==> src/hw/rtl/ptsri_pkg.sv <==
// ----------------------------------------------------------------------------
// ptsri_pkg
// Shared types and constants of the pan/tilt servo rate integrator.
// ----------------------------------------------------------------------------
package ptsri_pkg;

	localparam int CfgIndexW = 3;
	localparam int CfgDataW  = 16;

	// register indexes
	localparam logic [CfgIndexW-1:0] REG_PAN_CENTER  = 3'd0;
	localparam logic [CfgIndexW-1:0] REG_TILT_CENTER = 3'd1;
	localparam logic [CfgIndexW-1:0] REG_TRAVEL      = 3'd2;
	localparam logic [CfgIndexW-1:0] REG_PERIOD      = 3'd3;
	localparam logic [CfgIndexW-1:0] REG_TIMEOUT     = 3'd4;

	// register reset values
	localparam logic [15:0] CENTER_RST  = 16'd23040;
	localparam logic [13:0] TRAVEL_RST  = 14'd6434;
	localparam logic [15:0] PERIOD_RST  = 16'd3277;
	localparam logic [15:0] TIMEOUT_RST = 16'd10;

	// command modes
	localparam logic [1:0] MODE_POS  = 2'd0;
	localparam logic [1:0] MODE_RATE = 2'd1;
	localparam logic [1:0] MODE_TICK = 2'd2;

	// angle and count arithmetic
	localparam logic signed [37:0] DEG_PER_LSB = 38'sd3754936;  // 180/pi/16, Q.20
	localparam logic [35:0] ANGLE_MAX  = 36'd48318382080;       // 180 deg, 2^-28 units
	localparam logic [30:0] COUNT_OFS  = 31'd370440000;         // base plus half divisor
	localparam logic [49:0] RECIP_MUL  = 50'd305419;            // floor(2^40 / 3600000)
	localparam logic [31:0] COUNT_DIV  = 32'd3600000;

	typedef struct packed {
		logic sample;     // latch rate * period
		logic apply;      // update position and rate
		logic load_pos;
		logic load_rate;
		logic stop;
		logic move;
	} lane_cmd_t;

	typedef struct packed {
		logic        speed_nz;
		logic        done;
		logic [11:0] count;
		logic [14:0] position;
	} lane_stat_t;

endpackage

==> src/hw/rtl/ptsri_lane.sv <==
// ----------------------------------------------------------------------------
// ptsri_lane
// One servo axis: position and rate state, rate integration with travel
// clamp, and a five-stage pipeline from position to PWM off count.
// ----------------------------------------------------------------------------
module ptsri_lane (
	input  logic                   clk,
	input  logic                   arst_n,
	input  ptsri_pkg::lane_cmd_t   cmd,
	input  logic signed [15:0]     value,
	input  logic [15:0]            center,
	input  logic [13:0]            travel,
	input  logic [15:0]            period,
	output ptsri_pkg::lane_stat_t  stat
);

	function automatic logic signed [14:0] clamp_travel(input logic signed [18:0] v,
			input logic [13:0] lim);
		logic signed [18:0] hi;
		logic signed [18:0] lo;
		logic signed [18:0] r;
		hi = $signed({5'b0, lim});
		lo = -hi;
		if (v > hi) begin
			r = hi;
		end else if (v < lo) begin
			r = lo;
		end else begin
			r = v;
		end
		return r[14:0];
	endfunction

	logic signed [14:0] angle_q;
	logic signed [15:0] speed_q;
	logic signed [32:0] prod_q;

	logic [32:0]        mag;
	logic [32:0]        mag_rnd;
	logic [18:0]        dmag;
	logic signed [18:0] delta;
	logic signed [18:0] sum;

	// integration step, rounded to nearest with ties away from zero
	always_comb begin
		mag     = prod_q[32] ? 33'(-prod_q) : prod_q;
		mag_rnd = mag + 33'd32768;
		dmag    = {2'b0, mag_rnd[32:16]};
		delta   = prod_q[32] ? -$signed(dmag) : $signed(dmag);
		sum     = $signed({{4{angle_q[14]}}, angle_q}) + delta;
	end

	always_ff @(posedge clk or negedge arst_n) begin
		if (!arst_n) begin
			angle_q <= '0;
			speed_q <= '0;
		end else if (cmd.apply) begin
			if (cmd.load_pos) begin
				angle_q <= clamp_travel({{3{value[15]}}, value}, travel);
			end else if (cmd.move) begin
				angle_q <= clamp_travel(sum, travel);
			end
			if (cmd.load_rate) begin
				speed_q <= value;
			end else if (cmd.stop) begin
				speed_q <= '0;
			end
		end
	end

	always_ff @(posedge clk) begin
		if (cmd.sample) begin
			prod_q <= $signed({{17{speed_q[15]}}, speed_q}) * $signed({17'b0, period});
		end
	end

	// count pipeline
	logic        start_q;
	logic        vld_s1, vld_s2, vld_s3, vld_s4, vld_s5;
	logic signed [37:0] aprod_s1;
	logic [35:0] ang_s2;
	logic [30:0] x_s3;
	logic [30:0] x_s4;
	logic [9:0]  q_s4;
	logic [11:0] count_s5;

	logic signed [38:0] asum;
	logic [46:0]        xprod;
	logic [49:0]        qprod;
	logic [31:0]        qback;
	logic [31:0]        rem;

	always_comb begin
		asum  = $signed({3'b0, center, 20'b0}) + $signed({aprod_s1[37], aprod_s1});
		xprod = {11'b0, ang_s2} * 47'd1900;
		qprod = {19'b0, x_s3} * ptsri_pkg::RECIP_MUL;
		qback = {22'b0, q_s4} * ptsri_pkg::COUNT_DIV;
		rem   = {1'b0, x_s4} - qback;
	end

	always_ff @(posedge clk or negedge arst_n) begin
		if (!arst_n) begin
			start_q <= 1'b0;
			vld_s1  <= 1'b0;
			vld_s2  <= 1'b0;
			vld_s3  <= 1'b0;
			vld_s4  <= 1'b0;
			vld_s5  <= 1'b0;
		end else begin
			start_q <= cmd.apply;
			vld_s1  <= start_q;
			vld_s2  <= vld_s1;
			vld_s3  <= vld_s2;
			vld_s4  <= vld_s3;
			vld_s5  <= vld_s4;
		end
	end

	always_ff @(posedge clk) begin
		if (start_q) begin
			aprod_s1 <= $signed({{23{angle_q[14]}}, angle_q}) * ptsri_pkg::DEG_PER_LSB;
		end
		if (vld_s1) begin
			if (asum < 0) begin
				ang_s2 <= '0;
			end else if (asum > $signed({3'b0, ptsri_pkg::ANGLE_MAX})) begin
				ang_s2 <= ptsri_pkg::ANGLE_MAX;
			end else begin
				ang_s2 <= asum[35:0];
			end
		end
		if (vld_s2) begin
			x_s3 <= xprod[46:16] + ptsri_pkg::COUNT_OFS;
		end
		if (vld_s3) begin
			x_s4 <= x_s3;
			q_s4 <= qprod[49:40];
		end
		if (vld_s4) begin
			// reciprocal estimate is low by at most one
			count_s5 <= {2'b0, q_s4} + ((rem >= ptsri_pkg::COUNT_DIV) ? 12'd1 : 12'd0);
		end
	end

	assign stat.speed_nz = (speed_q != '0);
	assign stat.done     = vld_s5;
	assign stat.count    = count_s5;
	assign stat.position = angle_q;

endmodule

==> config.mk <==
export PLATFORM = sky130hd
export DESIGN_NAME = ptsri_lane
export DESIGN_NICKNAME = d
export VERILOG_FILES = /design/src/hw/rtl/ptsri_pkg.sv /design/src/hw/rtl/ptsri_lane.sv
export SDC_FILE = /design/constraint.sdc
export NUM_CORES = 2
export LEC_CHECK = 0
export ABC_AREA = 0
export ABC_CLOCK_PERIOD_IN_PS = 21500
export BUFFER_PORTS_ARGS = -buffer_cell sky130_fd_sc_hd__buf_4
export CAP_MARGIN = 25
export CELL_PAD_IN_SITES_DETAIL_PLACEMENT = 1
export CELL_PAD_IN_SITES_GLOBAL_PLACEMENT = 1
export CORE_UTILIZATION = 57
export DETAILED_ROUTE_END_ITERATION = 6
export HOLD_SLACK_MARGIN = 0.02
export PLACE_DENSITY = 0.95
export SETUP_SLACK_MARGIN = 0.4
export SYNTH_ARGS = -nofsm -noshare
export SYNTH_HDL_FRONTEND = slang
export SYNTH_SLANG_ARGS = --single-unit
==> constraint.sdc <==
create_clock -name clk -period 21.5 [get_ports clk]
set_input_delay 1.075 -clock clk [delete_from_list [all_inputs] [get_ports clk]]
set_output_delay 1.075 -clock clk [all_outputs]
set_load 0.005 [all_outputs]
Word-level counts from Yosys, hierarchy flattened

Index checks and enable logic that the tools add are counted.

Register bits after elaboration: 225
Latch bits: 0
Memory bits (writable): 0
Bits in read-only memories: 0
Input port bits: 70
Memories: 0

Add/sub/neg operators: 9
$mul: 5
Divide/modulo/power cells: 0
$lt $le $gt $ge: 7
Equal/unequal tests: 0
Shifts and indexed selects: 0
Multiplexer cells: 12
Bitwise logic cells: 0
Reductions and logical operators: 6

Operators by type and width:

| cell                                                            | number |
|---|---|
| two-way mux 15 bit                                              | 6 |
| multiplier 31 x 19 -> 50 bit, second input constant             | 1 |
| multiplier 36 x 9 -> 45 bit, second input constant              | 1 |
| adder 37 x 38 -> 39 bit                                         | 1 |
| greater-than comparator 39 x 37 -> 1 bit, second input constant | 1 |
| < comparator 39 x 1 -> 1 bit, second input constant             | 1 |
| two-way mux 36 bit                                              | 1 |
| multiplier 15 x 20 -> 35 bit, second input constant             | 1 |
| adder 33 x 16 -> 33 bit, second input constant                  | 1 |
| multiplier 16 x 17 -> 33 bit                                    | 1 |
| two-way mux 33 bit                                              | 1 |
| negation 33 bit                                                 | 1 |
| >= comparator 32 x 22 -> 1 bit, second input constant           | 1 |
| two-way mux 16 bit                                              | 2 |
| subtractor 31 x 32 -> 32 bit                                    | 1 |
| adder 31 x 29 -> 31 bit, second input constant                  | 1 |
| multiplier 10 x 15 -> 25 bit, second input constant             | 1 |
| adder 15 x 19 -> 19 bit                                         | 1 |
| greater-than comparator 19 x 15 -> 1 bit                        | 1 |
| < comparator 16 x 19 -> 1 bit                                   | 1 |
| < comparator 19 bit                                             | 1 |
| two-way mux 19 bit                                              | 1 |
| negation 14 -> 19 bit                                           | 1 |
| negation 17 -> 19 bit                                           | 1 |
| 7 further kinds                                                 | 9 |

Depth between registers and ports, before layout

Word-level depth: 11
Mapped depth: 43
Depth with buffers taken out: 38

Worst setup path after synthesis

OpenSTA, ideal clock, no wires.

Path kind: reg2reg
From: register prod_q[32]
To: register angle_q[5]
Arrival: 8.536 ns
Slack: 12.831 ns
Stages on the path, launching flop included: 40
Period minus slack after synthesis: 8.669 ns
Cells stage by stage: edfxtp_1 > clkbuf_1 > clkbuf_1 > buf_1 > buf_1 > buf_1 > o21ai_0 > xnor2_1 > ha_1 > nand2b_1 > nor2_1 > a32o_1 > a211o_1 > o22ai_1 > and3_1 > nor3_1 > or3_1 > clkbuf_1 > [... 4 more ...] > ha_1 > o21ai_0 > a21oi_1 > or4_1 > o221a_2 > o21ai_0 > nand2b_1 > xnor3_2 > inv_1 > ha_1 > nand4_1 > o21a_1 > a41oi_1 > mux2i_1 > clkbuf_1 > mux2_2 > a32oi_1 > o211ai_1

Cells in the longest elaborated chain, start to end: 11
Elaborated cells between the ends (all ways): 12
Those cells by class: add/sub (4); order compare (2); mux (6)

Ends and longest elaborated chain:

| what                        | line             | RTL |
|---|---|---|
| start, declared             | ptsri_lane.sv:36 | `logic signed [32:0] prod_q;` |
| start signal, assigned      | ptsri_lane.sv:73 | `prod_q <= $signed({{17{speed_q[15]}}, speed_q}) * $signed({17'b0, period});` |
| negation 33 bit             | ptsri_lane.sv:46 | `mag = prod_q[32] ? 33'(-prod_q) : prod_q;` |
| two-way mux 33 bit          | ptsri_lane.sv:46 |  |
| adder 33 x 16 -> 33 bit     | ptsri_lane.sv:47 | `mag_rnd = mag + 33'd32768;` |
| negation 17 -> 19 bit       | ptsri_lane.sv:49 | `delta = prod_q[32] ? -$signed(dmag) : $signed(dmag);` |
| two-way mux 19 bit (*)      | ptsri_lane.sv:49 |  |
| adder 15 x 19 -> 19 bit (*) | ptsri_lane.sv:50 | `sum = $signed({{4{angle_q[14]}}, angle_q}) + delta;` |
| < comparator 19 bit         | ptsri_lane.sv:26 | `end else if (v < lo) begin` |
| two-way mux 15 bit          | ptsri_lane.sv:26 |  |
| two-way mux 15 bit (*)      | ptsri_lane.sv:24 | `if (v > hi) begin` |
| two-way mux 15 bit (*)      | ptsri_lane.sv:60 | `end else if (cmd.move) begin` |
| two-way mux 15 bit (*)      | ptsri_lane.sv:58 | `if (cmd.load_pos) begin` |
| end signal, assigned        | ptsri_lane.sv:59 | `angle_q <= clamp_travel({{3{value[15]}}, value}, travel);` |
| end signal, assigned        | ptsri_lane.sv:61 | `angle_q <= clamp_travel(sum, travel);` |
| end, declared               | ptsri_lane.sv:34 | `logic signed [14:0] angle_q;` |

Every way passes the cells marked *; elsewhere a longest branch is shown, timed or not. The select of a mux whose other input is x is not followed.
A chain may end at the register's enable or synchronous reset.

Final worst setup path

From: register prod_q[9]
To: register angle_q[2]

Cells in the longest elaborated chain, start to end: 11
Elaborated cells between the ends (all ways): 12
Those cells by class: add/sub (4); order compare (2); mux (6)

Ends and longest elaborated chain:

| what                        | line |
|---|---|
| negation 33 bit             | ptsri_lane.sv:46 |
| two-way mux 33 bit (*)      | ptsri_lane.sv:46 |
| adder 33 x 16 -> 33 bit (*) | ptsri_lane.sv:47 |
| negation 17 -> 19 bit       | ptsri_lane.sv:49 |
| two-way mux 19 bit (*)      | ptsri_lane.sv:49 |
| adder 15 x 19 -> 19 bit (*) | ptsri_lane.sv:50 |
| < comparator 19 bit         | ptsri_lane.sv:26 |
| two-way mux 15 bit          | ptsri_lane.sv:26 |
| two-way mux 15 bit (*)      | ptsri_lane.sv:24 |
| two-way mux 15 bit (*)      | ptsri_lane.sv:60 |
| two-way mux 15 bit (*)      | ptsri_lane.sv:58 |

Marks and branches as above.

==> impl_metrics.json <==
{
  "drive_gt1_share_pct": 5.04,
  "ys_seq_area_share_pct": 14.0,
  "timing.final.crit_share_pct": 47.9,
  "hold_viol": 0,
  "wl_per_cell_um": 31.9,
  "syn_to_final_growth_pct": 6.62,
  "cts_resized": 0,
  "die_x_um": 282,
  "drcViolationCount": 0,
  "muxShareOfSynthArea_pct": 0.863,
  "cp_common_cell": "o21ai_0",
  "start_util_pct": 57.7,
  "max_freq_ghz": 0.0970,
  "crit_path_top_delay_cell": "o21ai_0",
  "rsz0062_at_grt": "false",
  "synthArstFlopShare_pct": 17.3,
  "crit_family": "compound AO/OA/AOI/OAI gates",
  "end_kind": "flip-flop",
  "setup_violations": 0,
  "synth_seq_cells": 214,
  "fin_area_um2": 47600,
  "setup_tns_ns": 0,
  "post_cts_buffers": 0,
  "path_clk_slew_ns": 0.07,
  "reg2regPathDepth": 37,
  "vias": 39300,
  "worstMarginPinSlew_ns": 1.14,
  "io_buffers": 97,
  "clk_latency_ns": 0.65,
  "cts_tree": "built",
  "synth_nets": 6078,
  "worstSetupPathDepth": 37,
  "synth-edff-count": 177,
  "cts.sink_count": 214,
  "viasPerCell": 6.89,
  "crit_type": "reg2reg",
  "postPlaceCellArea_um2": 46500,
  "grtUsageTotal_pct": 46.6,
  "slew_viol_final": 0,
  "synthesis.area_um2": 44700,
  "min_period_ns": 10.31,
  "r2r_end": "angle_q[2]",
  "ios": 99,
  "drtPass1Iterations": 7,
  "start_kind": "flip-flop",
  "grt_max_degree": 48,
  "routed_wl_um": 182000,
  "r2r_start": "prod_q[9]",
  "grt_pass1_wl_um": 274000,
  "finClkSkew_ns": 0.0292,
  "synthXorXnorAreaFrac_pct": 4.67,
  "hold_buffers": 0,
  "synth_top_family_by_area": "adder cells",
  "h-tree-depth": 1,
  "antenna_found_initial": 13,
  "ys.flop_type": "edfxtp_1",
  "final_common_cell": "inv_1",
  "num-nets-final": 6148,
  "final_cell_mix": "inv_1, ha_1, fa_1, nand2_1, nor2_1",
  "core_um2": 77500,
  "dp_slack_ns": 12.50,
  "clock_path_buffers": 3,
  "cp.required_ns": 22.00,
  "drtIter0Drc": 4065,
  "place_congestion": 0.917,
  "synth-adder-area-share_pct": 51.9,
  "place_inst": 5622,
  "grt_pass1_vias": 46100,
  "num-fill-cells": 8473,
  "cts_buffers": 30,
  "syn_area_per_cell_um2": 9.81,
  "setup_ws_ns": 11.19,
  "synth-compound-area-share_pct": 9.46,
  "arrival_ns": 10.81,
  "die-area_um2": 79500,
  "synthDistinctLibCells": 98,
  "synth_cells": 4552,
  "post-dp-hpwl_um": 128000,
  "final_cell_count_no_fill": 5695,
  "cap_violations": 0,
  "row_count": 102,
  "cts-root-buf": "clkbuf_16",
  "crit_buf_inv": 3,
  "dieHeight_um": 282,
  "yosys.area_share.simple_pct": 10.3,
  "yosys_warnings": 0,
  "holdCritPathClass": "in2async",
  "ant_nets": 0,
  "max_slew_margin_pct": 24.3,
  "crit_path_max_fanout": 25,
  "globalRouteOverflowTotal": 0,
  "status": "complete, no violations",
  "reg2reg_slack_ns": 11.19,
  "slowest_delay_ns": 0.51
}
[kinds of logic (layout without fill, tap and decap cells)]
kind of cell               count (synthesis)  in the layout
DFF                                      214            214
xor gates and xnor gates                 235            235
other                                      1             10
and+or+nand+nor                          927            927
adders and majority gates               1456           1456
buffers and inverters                   1049           1143
muxes                                     37             37
AOI/OAI and AO/OA                        633            633
[metrics by stage]
step	hold WS, ns	utilization, %
2_1_floorplan	0.540	-
3_3_place_gp	0.496	60.0
3_5_place_dp	0.536	60.0
4_1_cts	0.497	61.3
5_1_grt	0.540	61.5
6_report	0.459	61.5
[state kept, by name, summed over array words and instances, names as in the netlist]
register	flops
aprod_s1	35
speed_q	16
x_s4	24
vld_s3	1
x_s3	31
ang_s2	33
vld_s2	1
vld_s5	1
vld_s4	1
start_q	1
q_s4	10
angle_q	15
count_s5	11
vld_s1	1
prod_q	33
[per-layer routing]
layer  routed length, um  part of all wire (%)  vias to the layer above  GRT usage, %
met5                  64                 0.035                        -         0.305
met4               21800                    12                       10          46.3
met3               18100                   9.9                     1734          15.7
met2               85800                    47                     3328          75.9
met1               56100                    31                    19100          45.7
li1                    -                     -                    15100             -
[final cells by class]
class	instances	area, um^2	area share, %
Timing Repair Buffer	123	958	2.01
Tap cell	1040	1300	2.73
Clock buffer	45	868	1.82
Multi-Input combinational cell	3289	34500	72.4
Clock inverter	11	138	0.289
Sequential cell	214	6240	13.1
Inverter	964	3620	7.60
Antenna cell	9	22.5	0.0473
[worst max path at each step]
stage                     from         end  slack (ns)
finish               prod_q[9]  angle_q[2]       11.19
global route         prod_q[5]  angle_q[2]       11.26
CTS                  prod_q[5]  angle_q[2]       11.69
detailed placement   prod_q[5]  angle_q[6]       12.50
global placement     prod_q[7]  angle_q[2]       13.10
floorplan           prod_q[32]  angle_q[5]       12.83
[cells in the mapped netlist, types with 28 or more instances]
| master | number | area (um^2) |
|---|---|---|
| inv_1 | 962 | 3610 |
| ha_1 | 797 | 9970 |
| fa_1 | 659 | 13200 |
| nand2_1 | 282 | 1060 |
| nor2_1 | 190 | 713 |
| edfxtp_1 | 177 | 5320 |
| xnor2_1 | 167 | 1460 |
| a21oi_1 | 156 | 781 |
| o21ai_0 | 117 | 586 |
| and2_1 | 113 | 707 |
| clkbuf_1 | 69 | 259 |
| a21o_1 | 66 | 495 |
| xor2_1 | 65 | 569 |
| nor3_1 | 63 | 315 |
| nand3_1 | 52 | 260 |
| nand2b_1 | 48 | 300 |
| nor2b_1 | 39 | 244 |
| dfrtp_1 | 37 | 926 |
| o21a_1 | 36 | 270 |
| a31oi_1 | 28 | 175 |
Power is not shown: default switching activity piles up to over one toggle a cycle in this logic, so the estimate is an artifact.
