===== src/hw/rtl/ptsri_pkg.sv =====
// ----------------------------------------------------------------------------
// ptsri_pkg
// Shared types and constants of the pan/tilt servo rate integrator.
// ----------------------------------------------------------------------------
package ptsri_pkg;

	localparam int CfgIndexW = 3;
	localparam int CfgDataW  = 16;

	// register indexes
	localparam logic [CfgIndexW-1:0] REG_PAN_CENTER  = 3'd0;
	localparam logic [CfgIndexW-1:0] REG_TILT_CENTER = 3'd1;
	localparam logic [CfgIndexW-1:0] REG_TRAVEL      = 3'd2;
	localparam logic [CfgIndexW-1:0] REG_PERIOD      = 3'd3;
	localparam logic [CfgIndexW-1:0] REG_TIMEOUT     = 3'd4;

	// register reset values
	localparam logic [15:0] CENTER_RST  = 16'd23040;
	localparam logic [13:0] TRAVEL_RST  = 14'd6434;
	localparam logic [15:0] PERIOD_RST  = 16'd3277;
	localparam logic [15:0] TIMEOUT_RST = 16'd10;

	// command modes
	localparam logic [1:0] MODE_POS  = 2'd0;
	localparam logic [1:0] MODE_RATE = 2'd1;
	localparam logic [1:0] MODE_TICK = 2'd2;

	// angle and count arithmetic
	localparam logic signed [37:0] DEG_PER_LSB = 38'sd3754936;  // 180/pi/16, Q.20
	localparam logic [35:0] ANGLE_MAX  = 36'd48318382080;       // 180 deg, 2^-28 units
	localparam logic [30:0] COUNT_OFS  = 31'd370440000;         // base plus half divisor
	localparam logic [49:0] RECIP_MUL  = 50'd305419;            // floor(2^40 / 3600000)
	localparam logic [31:0] COUNT_DIV  = 32'd3600000;

	typedef struct packed {
		logic sample;     // latch rate * period
		logic apply;      // update position and rate
		logic load_pos;
		logic load_rate;
		logic stop;
		logic move;
	} lane_cmd_t;

	typedef struct packed {
		logic        speed_nz;
		logic        done;
		logic [11:0] count;
		logic [14:0] position;
	} lane_stat_t;

endpackage


===== src/hw/rtl/ptsri_merge.sv =====
// ----------------------------------------------------------------------------
// ptsri_merge
// Joins the two lane results and the drive flag into the output register.
// ----------------------------------------------------------------------------
module ptsri_merge (
	input  logic                  clk,
	input  logic                  arst_n,
	input  ptsri_pkg::lane_stat_t pan_stat,
	input  ptsri_pkg::lane_stat_t tilt_stat,
	input  logic                  drive,
	input  logic                  load,
	output logic                  free,
	output logic                  out_valid,
	input  logic                  out_ready,
	output logic [11:0]           pan_count,
	output logic [11:0]           tilt_count,
	output logic signed [14:0]    pan_position,
	output logic signed [14:0]    tilt_position,
	output logic                  drive_update
);

	logic valid_q;

	assign free      = !valid_q || out_ready;
	assign out_valid = valid_q;

	always_ff @(posedge clk or negedge arst_n) begin
		if (!arst_n) begin
			valid_q <= 1'b0;
		end else if (load) begin
			valid_q <= 1'b1;
		end else if (out_ready) begin
			valid_q <= 1'b0;
		end
	end

	always_ff @(posedge clk) begin
		if (load) begin
			pan_count     <= pan_stat.count;
			tilt_count    <= tilt_stat.count;
			pan_position  <= $signed(pan_stat.position);
			tilt_position <= $signed(tilt_stat.position);
			drive_update  <= drive;
		end
	end

endmodule


===== config.mk =====
export PLATFORM = sky130hd
export DESIGN_NAME = ptsri_merge
export DESIGN_NICKNAME = d
export VERILOG_FILES = /design/src/hw/rtl/ptsri_pkg.sv /design/src/hw/rtl/ptsri_merge.sv
export SDC_FILE = /design/constraint.sdc
export NUM_CORES = 1
export LEC_CHECK = 0
export BUFFER_PORTS_ARGS = -buffer_cell sky130_fd_sc_hd__buf_2
export CAP_MARGIN = 20
export CORE_UTILIZATION = 36
export DETAILED_ROUTE_END_ITERATION = 6
export PLACE_DENSITY = 0.75
export SETUP_SLACK_MARGIN = 0.4
export SYNTH_ARGS = -nofsm -noshare
export SYNTH_HDL_FRONTEND = slang
export SYNTH_SLANG_ARGS = --single-unit

===== constraint.sdc =====
create_clock -name clk -period 0.8 [get_ports clk]
set_input_delay 0.04 -clock clk [delete_from_list [all_inputs] [get_ports clk]]
set_output_delay 0.04 -clock clk [all_outputs]
set_load 0.01 [all_outputs]

# Word-level counts from Yosys, hierarchy flattened
# Index checks and enable logic that the tools add are counted.
[totals]
regBits = 56
out_inout_bits = 57
in_bits = 63
[op_classes]
reduce_logical = 3
n_mux = 2
[ops]
columns = ["operator", "count"]
rows = [
  ["two-way mux 1 bit", 2],
  ["nonzero test 2 bit", 1],
  ["logical NOT 1 bit", 1],
  ["logical OR 1 bit", 1],
]

# Logic depth before layout (Yosys ltp)
# Gate-level depths: netlist of run 1.
[logic_depth]
ltp_word = 2
depth_mapped = 2

# Worst setup path before layout of run 1
# OpenSTA, ideal clock, no wires.
[synth_timing]
path_type = "reg2reg"
startpoint = "reg, netlist name out_valid"
endpoint = "reg valid_q, in the netlist out_valid"
path_stages_with_launch = 3
required_ps = 679
arrival_ps = 568
slack_ps = 111
setup_time_ps = 121
path_cell_list = "dfrtp_1 -> nand2b_4 -> nand2b_2"
[synth_rtl]
columns = ["item", "line_no", "rtl"]
rows = [
  ["end signal: assignment", "ptsri_merge.sv:29", "valid_q <= 1'b0;"],
  ["end signal: assignment", "ptsri_merge.sv:31", "valid_q <= 1'b1;"],
  ["end signal: assignment", "ptsri_merge.sv:33", "valid_q <= 1'b0;"],
  ["end: declaration", "ptsri_merge.sv:22", "logic valid_q;"],
]

# Final worst setup path of run 1
[layout_timing]
startpoint = "reg valid_q, in the netlist out_valid"
endpoint = "out free"
[layout_between]
elab_chain_len = 2
[layout_rtl]
columns = ["item", "line_no", "rtl"]
rows = [
  ["logical NOT 1 bit", "ptsri_merge.sv:24", "assign free = !valid_q || out_ready;"],
  ["logical OR 1 bit", "ptsri_merge.sv:24", ""],
  ["end: declaration", "ptsri_merge.sv:12", "output logic free,"],
]
# Every way passes these cells.

==> impl_results.md, run 1 <==
* Main combinational cell family by area after synthesis: simple AND/OR/NAND/NOR gates
* YS warnings at 0
* Synth unique cells at 4
* Post-synthesis cell count at 58
* Maximum vdd drop at 892 uV
* PwrDens at 2250 nW/um^2
* Yosys top cell area share at 0.972
* Via density at 4.32
* Vias in the first global route at 1051
* GR Util All Layers at 0.141
* Gr ovfl total at 0
* Compound-Gate Fraction of Synth Area at 0
* Critical-path cell list: nand2b_4, buf_6
* Syn Std Cell Area at 1700 sq um
* M1 GR Usage at 0.151
* Met2 Usage GRT at 0.250
* Max-cap violations at 0
* Simple-gate portion of the synthesized area at 0.0133
* Wire per inst at 14.5 um
* FFs w/ async S/R, synth at 0.0179
* Crit-path slowest cell: dfrtp_1
* Worst R2R Setup Slack at 0.05 ns
* Initial DRC Count at 78
* Critical Path AT at 0.90 ns
* Initial DRT Pass Iterations at 6
* Largest net degree at the start of global routing at 33
* Rel. slew slack at 0.887
* Multiplexer share of the synthesized area at 0
* Nets at 247
* CTS Buffer Depth at 2
* Status: complete, but fails checks
* CTS HTree Levels at 2
* Tightest Pin Transition at 0.170 ns
* CORE AREA at 4440 sq um
* Clock Tree Root: clkbuf_8
* Number of synthesized register bits at 56
* Ranking of synthesized cells by area: edfxtp_1 (97%), dfrtp_1 (1.5%), nand2b_4 (0.81%), nand2b_2 (0.52%)
* Most frequent cells after synthesis: edfxtp_1 (55), dfrtp_1 (1), nand2b_2 (1), nand2b_4 (1)
* GP Congestion at 0.619
* Power Total at 5.60 mW
* Antenna Nets Post-Route at 0
* Routed wire length at 3.44 mm
* CTS Hold Buffers Added at 1
* Register Area at 1680 sq um
* TritonCTS clock tree: yes
* Clk_skew at 0 ns
* Initial antenna violation count at 0
* Critical path required time at 0.76 ns
* Full die area at 5000 sq um
* Grt peak-use layer: met2
* Max Slew Vio Count at 0
* I/O pin count at 120
* Unrepaired setup endpoints after global routing: true
* Post-route insts no fill at 237
* Failing checks: design-rule violations, negative hold slack, negative setup slack
* Final WS setup at -0.136 ns
* Min-delay src: tilt_stat[20]
* Leakage at 1.08 nW
* Hold Path Sink: tilt_count[5]$_DFFE_PP_
* Crit path max fanout at 2
* RR Startpoint: out_valid$_DFFE_PN0P_
* Hold depth at 1
* Final hold vios at 55
* First-pass GRT wire length at 5.11 mm
* Register area share after synthesis at 0.987
* Worst R2R Path Depth at 3
* Adder-Cell Fraction of Synth Area at 0
* # setup viols final at 57
* Min cycle time layout at 0.936 ns
* Most frequent cell after synthesis: edfxtp_1
* Height of the die at 70.7 um
* Post-Syn Nets at 121
* Min Hold Slack at -0.0908 ns
* Multi-input gate area at 22.5 sq um
* Dominant cell type by area after synthesis: edfxtp_1
* Crit share post-route at 1.17
* Num CTS Buffers at 5
* DR vias at 1023
* Cell count after placement at 227
* Startpoint types: flip-flop
* Crit end category: output pin
* Fill count at 378
* Initial Utilization at 0.382
* Critical path's largest stage delay at 0.42 ns
* Share of cells above drive strength 1 at 0.686
* DRC Markers at 28
* Clock transition at path regs at 0.09 ns
* Clock Sink Count at 56
* Synth Area per Inst at 29.3 sq um
* Ant diodes at 0
* RR Endpoint: out_valid$_DFFE_PN0P_
* Area delta synth->final at 46.7%
* Port buffer count at 115
* Synth Area in XOR/XNOR at 0
* Met3 Track Usage GR at 0.0527
* Horiz. Die Dim at 70.7 um
* Final setup TNS at -3.16 ns
* EDFF count, synth at 55
* Core Rows at 24
* Synth Flop Type: edfxtp_1
* Fmax at 1070 MHz
* Min-Delay Path Class: input pin to flip-flop
* Worst-skew pair later-pin latency at 0.30 ns
* CP Class: flip-flop to output pin
-- worst max-delay path by stage --
stage | endpoint | slack (ns) | startpoint
floorplan | out_valid$_DFFE_PN0P_ | 0.11 | out_valid$_DFFE_PN0P_
global placement | pan_position[9]$_DFFE_PP_ | 0.09 | load
detailed placement | pan_position[8]$_DFFE_PP_ | 0.08 | load
CTS | free | -0.15 | out_valid$_DFFE_PN0P_
global route | free | -0.18 | out_valid$_DFFE_PN0P_
finish | free | -0.14 | out_valid$_DFFE_PN0P_
-- worst max-delay path: cells and delay by family, from the launching register on --
kind | cells | cell delay [ns]
flip-flops | 1 | 0.42
buffers and inverters | 1 | 0.10
AND/OR/NAND/NOR | 1 | 0.08
-- cells in the final DEF, fill, tap and decap left out --
cell           synthesis  layout
buf_2                  0     114
edfxtp_1              55      55
clkbuf_8               0       5
buf_12                 0       2
nand2b_4               1       1
nand2b_2               1       1
clkinv_4               0       1
clkbuf_1               0       1
clkinvlp_4             0       1
dlygate4sd3_1          0       1
dfrtp_1                1       1
buf_6                  0       1
buf_4                  0       1
-- what timing repair did --
item | in CTS | in global routing
buffers inserted | 1 | 0
pin swaps | 0 | 0
hold endpoints to repair | 56 | 55
resized for setup | 1 | 0
endpoints found under the setup margin | 58 | 58
-- stage by stage --
step                      setup WS, ns   util  cell area, sq um
final                           -0.136  0.561              2490
after global routing            -0.178  0.561              2490
after CTS                       -0.145  0.561              2490
after detailed placement        0.0793  0.535              2380
after global placement          0.0878  0.535              2380
after floorplan                  0.111      -              1700
-- area by class of cell --
class                      instances  share of cell area
timing repair buffer             119               0.257
multi-input combinational          2             0.00904
clock buffer                       6              0.0291
sequential                        56               0.673
clock inverter                     2             0.00653
tap                               52              0.0261
-- cell families (layout without fill, tap and decap cells) --
kind of cell,after synthesis,after routing
buffers and inverters,0,127
DFF,56,56
and+or+nand+nor,2,2
-- layer usage --
layer | wire (um) | vias to the layer above
li1 | - | 482
met3 | 335 | 2
met2 | 1820 | 70
met4 | 15 | 0
met1 | 1270 | 469
met5 | 0 | -
-- flip-flops by register name (all words and copies together) (netlist names) --
name and cells:
out_valid 1, pan_position 15, tilt_count 12, pan_count 12, drive_update 1, tilt_position 15
-- power breakdown --
| part | internal (mW) | total [mW] | switching (mW) | leakage (nW) |
|---|---|---|---|---|
| Clock | 0.624 | 1.49 | 0.865 | 0.0414 |
| Combinational | 0.282 | 0.581 | 0.299 | 0.493 |
| Sequential | 3.47 | 3.53 | 0.0544 | 0.549 |
| Total | 4.38 | 5.60 | 1.22 | 1.08 |
Power figures use the tool's default switching activity.
==> run 2: changes to the inputs <==
--- a/config.mk
+++ b/config.mk
@@ -10,7 +10,6 @@
 export CORE_UTILIZATION = 36
 export DETAILED_ROUTE_END_ITERATION = 6
 export PLACE_DENSITY = 0.75
-export SETUP_SLACK_MARGIN = 0.4
 export SYNTH_ARGS = -nofsm -noshare
 export SYNTH_HDL_FRONTEND = slang
 export SYNTH_SLANG_ARGS = --single-unit
==> impl_results.md, run 2 (synthesis gave the netlist of run 1 again) <==
* Critical path required time at 0.76 ns
* Max-cap violations at 0
* Min-Delay Path Class: input pin to async pin
* Failing checks: design-rule violations, negative setup slack
* Core Rows at 24
* Share of cells above drive strength 1 at 0.531
* Fmax at 1080 MHz
* RR Startpoint: out_valid$_DFFE_PN0P_
* Wire per inst at 16.5 um
* RR Endpoint: out_valid$_DFFE_PN0P_
* Area delta synth->final at 79.5%
* CP startpoint: out_valid$_DFFE_PN0P_
* Rel. slew slack at 0.887
* First-pass GRT wire length at 7.20 mm
* Unrepaired setup endpoints after global routing: true
* Gr ovfl total at 0
* CORE AREA at 4440 sq um
* Via density at 4.43
* CTS Buffer Depth at 2
* Initial Utilization at 0.382
* Height of the die at 70.7 um
* Leakage at 1.32 nW
* Vias in the first global route at 1438
* CP Class: flip-flop to output pin
* Horiz. Die Dim at 70.7 um
* Worst setup endpoint: free
* Clock transition at path regs at 0.09 ns
* Largest net degree at the start of global routing at 33
* Commonest non-fill, non-tap cell in the layout: buf_2
* Cell count after placement at 227
* Initial antenna violation count at 0
* Registers with the most flip-flops: pan_position: 15 flops, tilt_position: 15 flops
* DR vias at 1298
* Post-route insts no fill at 293
* Startpoint types: flip-flop
* Critical Path AT at 0.89 ns
* TritonCTS clock tree: yes
* Min Hold Slack at 0.0341 ns
* # setup viols final at 58
* Port buffer count at 115
* GP Congestion at 0.619
* Crit end category: output pin
* Final WS setup at -0.129 ns
* Crit share post-route at 1.16
* DRC Markers at 28
* Tightest Pin Transition at 0.170 ns
* PwrDens at 1920 nW/um^2
* Clk_skew at 0 ns
* Num CTS Buffers at 5
* Initial DRT Pass Iterations at 6
* Commonest non-fill, non-tap cells in the layout: buf_2 (114), dlygate4sd3_1 (56), edfxtp_1 (55)
* Final hold vios at 0
* I/O pin count at 120
* Worst R2R Path Depth at 4
* Nets at 303
* Worst R2R Setup Slack at -0.03 ns
* Clock Sink Count at 56
* Clock Tree Root: clkbuf_8
* CTS HTree Levels at 2
* Max Slew Vio Count at 0
* Routed wire length at 4.82 mm
* Status: complete, but fails checks
* Worst-skew pair later-pin latency at 0.29 ns
* Ant diodes at 0
* Crit path max fanout at 2
* Antenna Nets Post-Route at 0
* Initial DRC Count at 152
* Min cycle time layout at 0.929 ns
* Final setup TNS at -3.81 ns
* Full die area at 5000 sq um
* GR Util All Layers at 0.201
* Maximum vdd drop at 964 uV
==> run 2: per-stage QoR <==
stage | util | power (mW) | worst slack (ns) | instance area, sq um
finish | 0.686 | 5.86 | -0.129 | 3050
global route | 0.686 | 6.08 | -0.171 | 3050
CTS | 0.685 | 5.88 | -0.145 | 3040
detailed placement | 0.535 | 4.17 | 0.0793 | 2380
global placement | 0.535 | 4.14 | 0.0878 | 2380
floorplan | - | 3.75 | 0.111 | 1700
==> run 2: how the worst min path moves through the flow <==
stage | endpoint | slack, ns | from
global placement | out_valid$_DFFE_PN0P_ | -0.18 | arst_n
CTS | out_valid$_DFFE_PN0P_ | 0.02 | arst_n
floorplan | out_valid$_DFFE_PN0P_ | -0.26 | arst_n
global route | out_valid$_DFFE_PN0P_ | 0.03 | arst_n
detailed placement | out_valid$_DFFE_PN0P_ | -0.18 | arst_n
finish | out_valid$_DFFE_PN0P_ | 0.03 | arst_n
==> run 2: area by class of cell <==
class                      instances  area [sq um]
clock inverter                     2          16.3
tap                               52          65.1
timing repair buffer             175          1200
multi-input combinational          2          22.5
clock buffer                       6          72.6
fill                             304          1390
sequential                        56          1680
==> run 2: routing by layer <==
| layer | up-vias | GRT usage | routed length, um |
|---|---|---|---|
| met1 | 621 | 0.205 | 1780 |
| met4 | 0 | 0.0689 | 79 |
| met2 | 77 | 0.389 | 2610 |
| met3 | 6 | 0.0556 | 353 |
| li1 | 594 | - | - |
| met5 | - | 0 | 0 |
==> run 2: worst max-delay path, stage by stage (launching register included) <==
cell and delay (ns):
dfrtp_1 0.42, nand2b_4 0.08, buf_6 0.10
==> run 2: power by group <==
part	internal [mW]	switching, mW
clock network	0.624	0.862
logic	0.461	0.363
registers	3.47	0.0708
==> run 2: what timing repair did <==
item                                   in CTS  in global routing
endpoints found under the hold margin      56                  0
gates resized for setup                     1                  0
hold buffers                               56                  0
setup buffers                               1                  1
setup endpoints to repair                  57                 57
==> run 3: changes to the inputs <==
--- a/config.mk
+++ b/config.mk
@@ -9,6 +9,7 @@
 export CAP_MARGIN = 20
 export CORE_UTILIZATION = 36
 export DETAILED_ROUTE_END_ITERATION = 6
+export MAX_ROUTING_LAYER = met4
 export PLACE_DENSITY = 0.75
 export SYNTH_ARGS = -nofsm -noshare
 export SYNTH_HDL_FRONTEND = slang
==> impl_results.md, run 3 (synthesis gave the netlist of run 1 again) <==
* Status: complete, but fails checks
* Failing checks: design-rule violations, negative setup slack
* Share of cells above drive strength 1 at 0.531
* Tightest Pin Transition at 0.170 ns
* Commonest non-fill, non-tap cell in the layout: buf_2
* Wire per inst at 16.4 um
* Clk_skew at 0 ns
* # setup viols final at 58
* Initial DRC Count at 127
* PwrDens at 1920 nW/um^2
* Final setup TNS at -3.86 ns
* Num CTS Buffers at 5
* First-pass GRT wire length at 7.24 mm
* TritonCTS clock tree: yes
* Rel. slew slack at 0.887
* Worst-skew pair later-pin latency at 0.30 ns
* CTS Buffer Depth at 2
* Startpoint types: flip-flop
* Routed wire length at 4.82 mm
* Height of the die at 70.7 um
* Crit end category: output pin
* I/O pin count at 120
* Initial DRT Pass Iterations at 6
* DR vias at 1311
* Largest net degree at the start of global routing at 33
* Nets at 303
* Initial antenna violation count at 0
* Ant diodes at 0
* GP Congestion at 0.624
* Via density at 4.47
* Core Rows at 24
* Clock Sink Count at 56
* Final hold vios at 0
* Final WS setup at -0.132 ns
* GR Util All Layers at 0.208
* Registers with the most flip-flops: pan_position: 15 flops, tilt_position: 15 flops
* Min-Delay Path Class: input pin to async pin
* Clock Tree Root: clkbuf_8
* Critical Path AT at 0.89 ns
* Initial Utilization at 0.382
* Critical path required time at 0.76 ns
* Pre-CTS setup slack at 0.0793 ns
* Antenna Nets Post-Route at 0
* DRC Markers at 29
* Crit share post-route at 1.16
* Fmax at 1070 MHz
* Crit path max fanout at 2
* CTS HTree Levels at 2
* CORE AREA at 4440 sq um
* Unrepaired setup endpoints after global routing: true
* Clock transition at path regs at 0.09 ns
* Horiz. Die Dim at 70.7 um
* Leakage at 1.32 nW
* Area delta synth->final at 79.5%
* Full die area at 5000 sq um
* Port buffer count at 115
* CP Class: flip-flop to output pin
* Commonest non-fill, non-tap cells in the layout: buf_2 (114), dlygate4sd3_1 (56), edfxtp_1 (55)
* Max-cap violations at 0
* Maximum vdd drop at 971 uV
* Vias in the first global route at 1436
* Min cycle time layout at 0.932 ns
* Gr ovfl total at 0
* Max Slew Vio Count at 0
run 3: final timing paths:
kind | slack [ns] | from | cells past startpoint | end
setup / recovery | -0.13 | out_valid$_DFFE_PN0P_ | 2 | free
hold / removal | 0.03 | arst_n | 2 | out_valid$_DFFE_PN0P_
setup reg to reg | -0.03 | out_valid$_DFFE_PN0P_ | 4 | out_valid$_DFFE_PN0P_
hold reg to reg | 0.75 | out_valid$_DFFE_PN0P_ | 4 | out_valid$_DFFE_PN0P_
max in group asynchronous | 0.69 | arst_n | 2 | out_valid$_DFFE_PN0P_
min in group clk | 0.19 | out_ready | 5 | out_valid$_DFFE_PN0P_
run 3: power breakdown:
group	switching, mW	internal [mW]
logic	0.362	0.461
clock network	0.867	0.625
registers	0.0708	3.47
total	1.30	4.56
run 3: metrics by stage:
stage | cell area (sq um) | total power, mW | cells | util | hold WS (ns)
floorplan | 1700 | 3.75 | 58 | - | -0.256
global placement | 2380 | 4.14 | 227 | 0.535 | -0.185
detailed placement | 2380 | 4.17 | 227 | 0.535 | -0.184
CTS | 3040 | 5.88 | 292 | 0.685 | 0.0165
global route | 3050 | 6.08 | 293 | 0.686 | 0.0303
finish | 3050 | 5.86 | 293 | 0.686 | 0.0313
run 3: area by class of cell:
type | instances | area, sq um
sequential | 56 | 1680
clock buffer | 6 | 72.6
multi-input combinational | 2 | 22.5
timing repair buffer | 175 | 1200
clock inverter | 2 | 16.3
fill | 304 | 1390
tap | 52 | 65.1
run 3: critical path, cell delays in order (launching register included):
cell and delay (ns):
dfrtp_1 0.42, nand2b_4 0.08, buf_6 0.10
run 3: repair_timing:
item | 4_1_cts | 5_1_grt
gates resized for setup | 1 | 0
pin swaps | 0 | 0
buffers inserted | 1 | 1
endpoints found under the hold margin | 56 | 0
hold buffers | 56 | 0
setup endpoints to repair | 57 | 57
run 3: routing by layer:
layer / vias to the layer above / global-route usage / wire [um]
met5: - / - / 0
met3: 4 / 0.0570 / 375
met4: 0 / 0.0689 / 44
met1: 627 / 0.206 / 1750
li1: 595 / - / -
met2: 85 / 0.389 / 2650
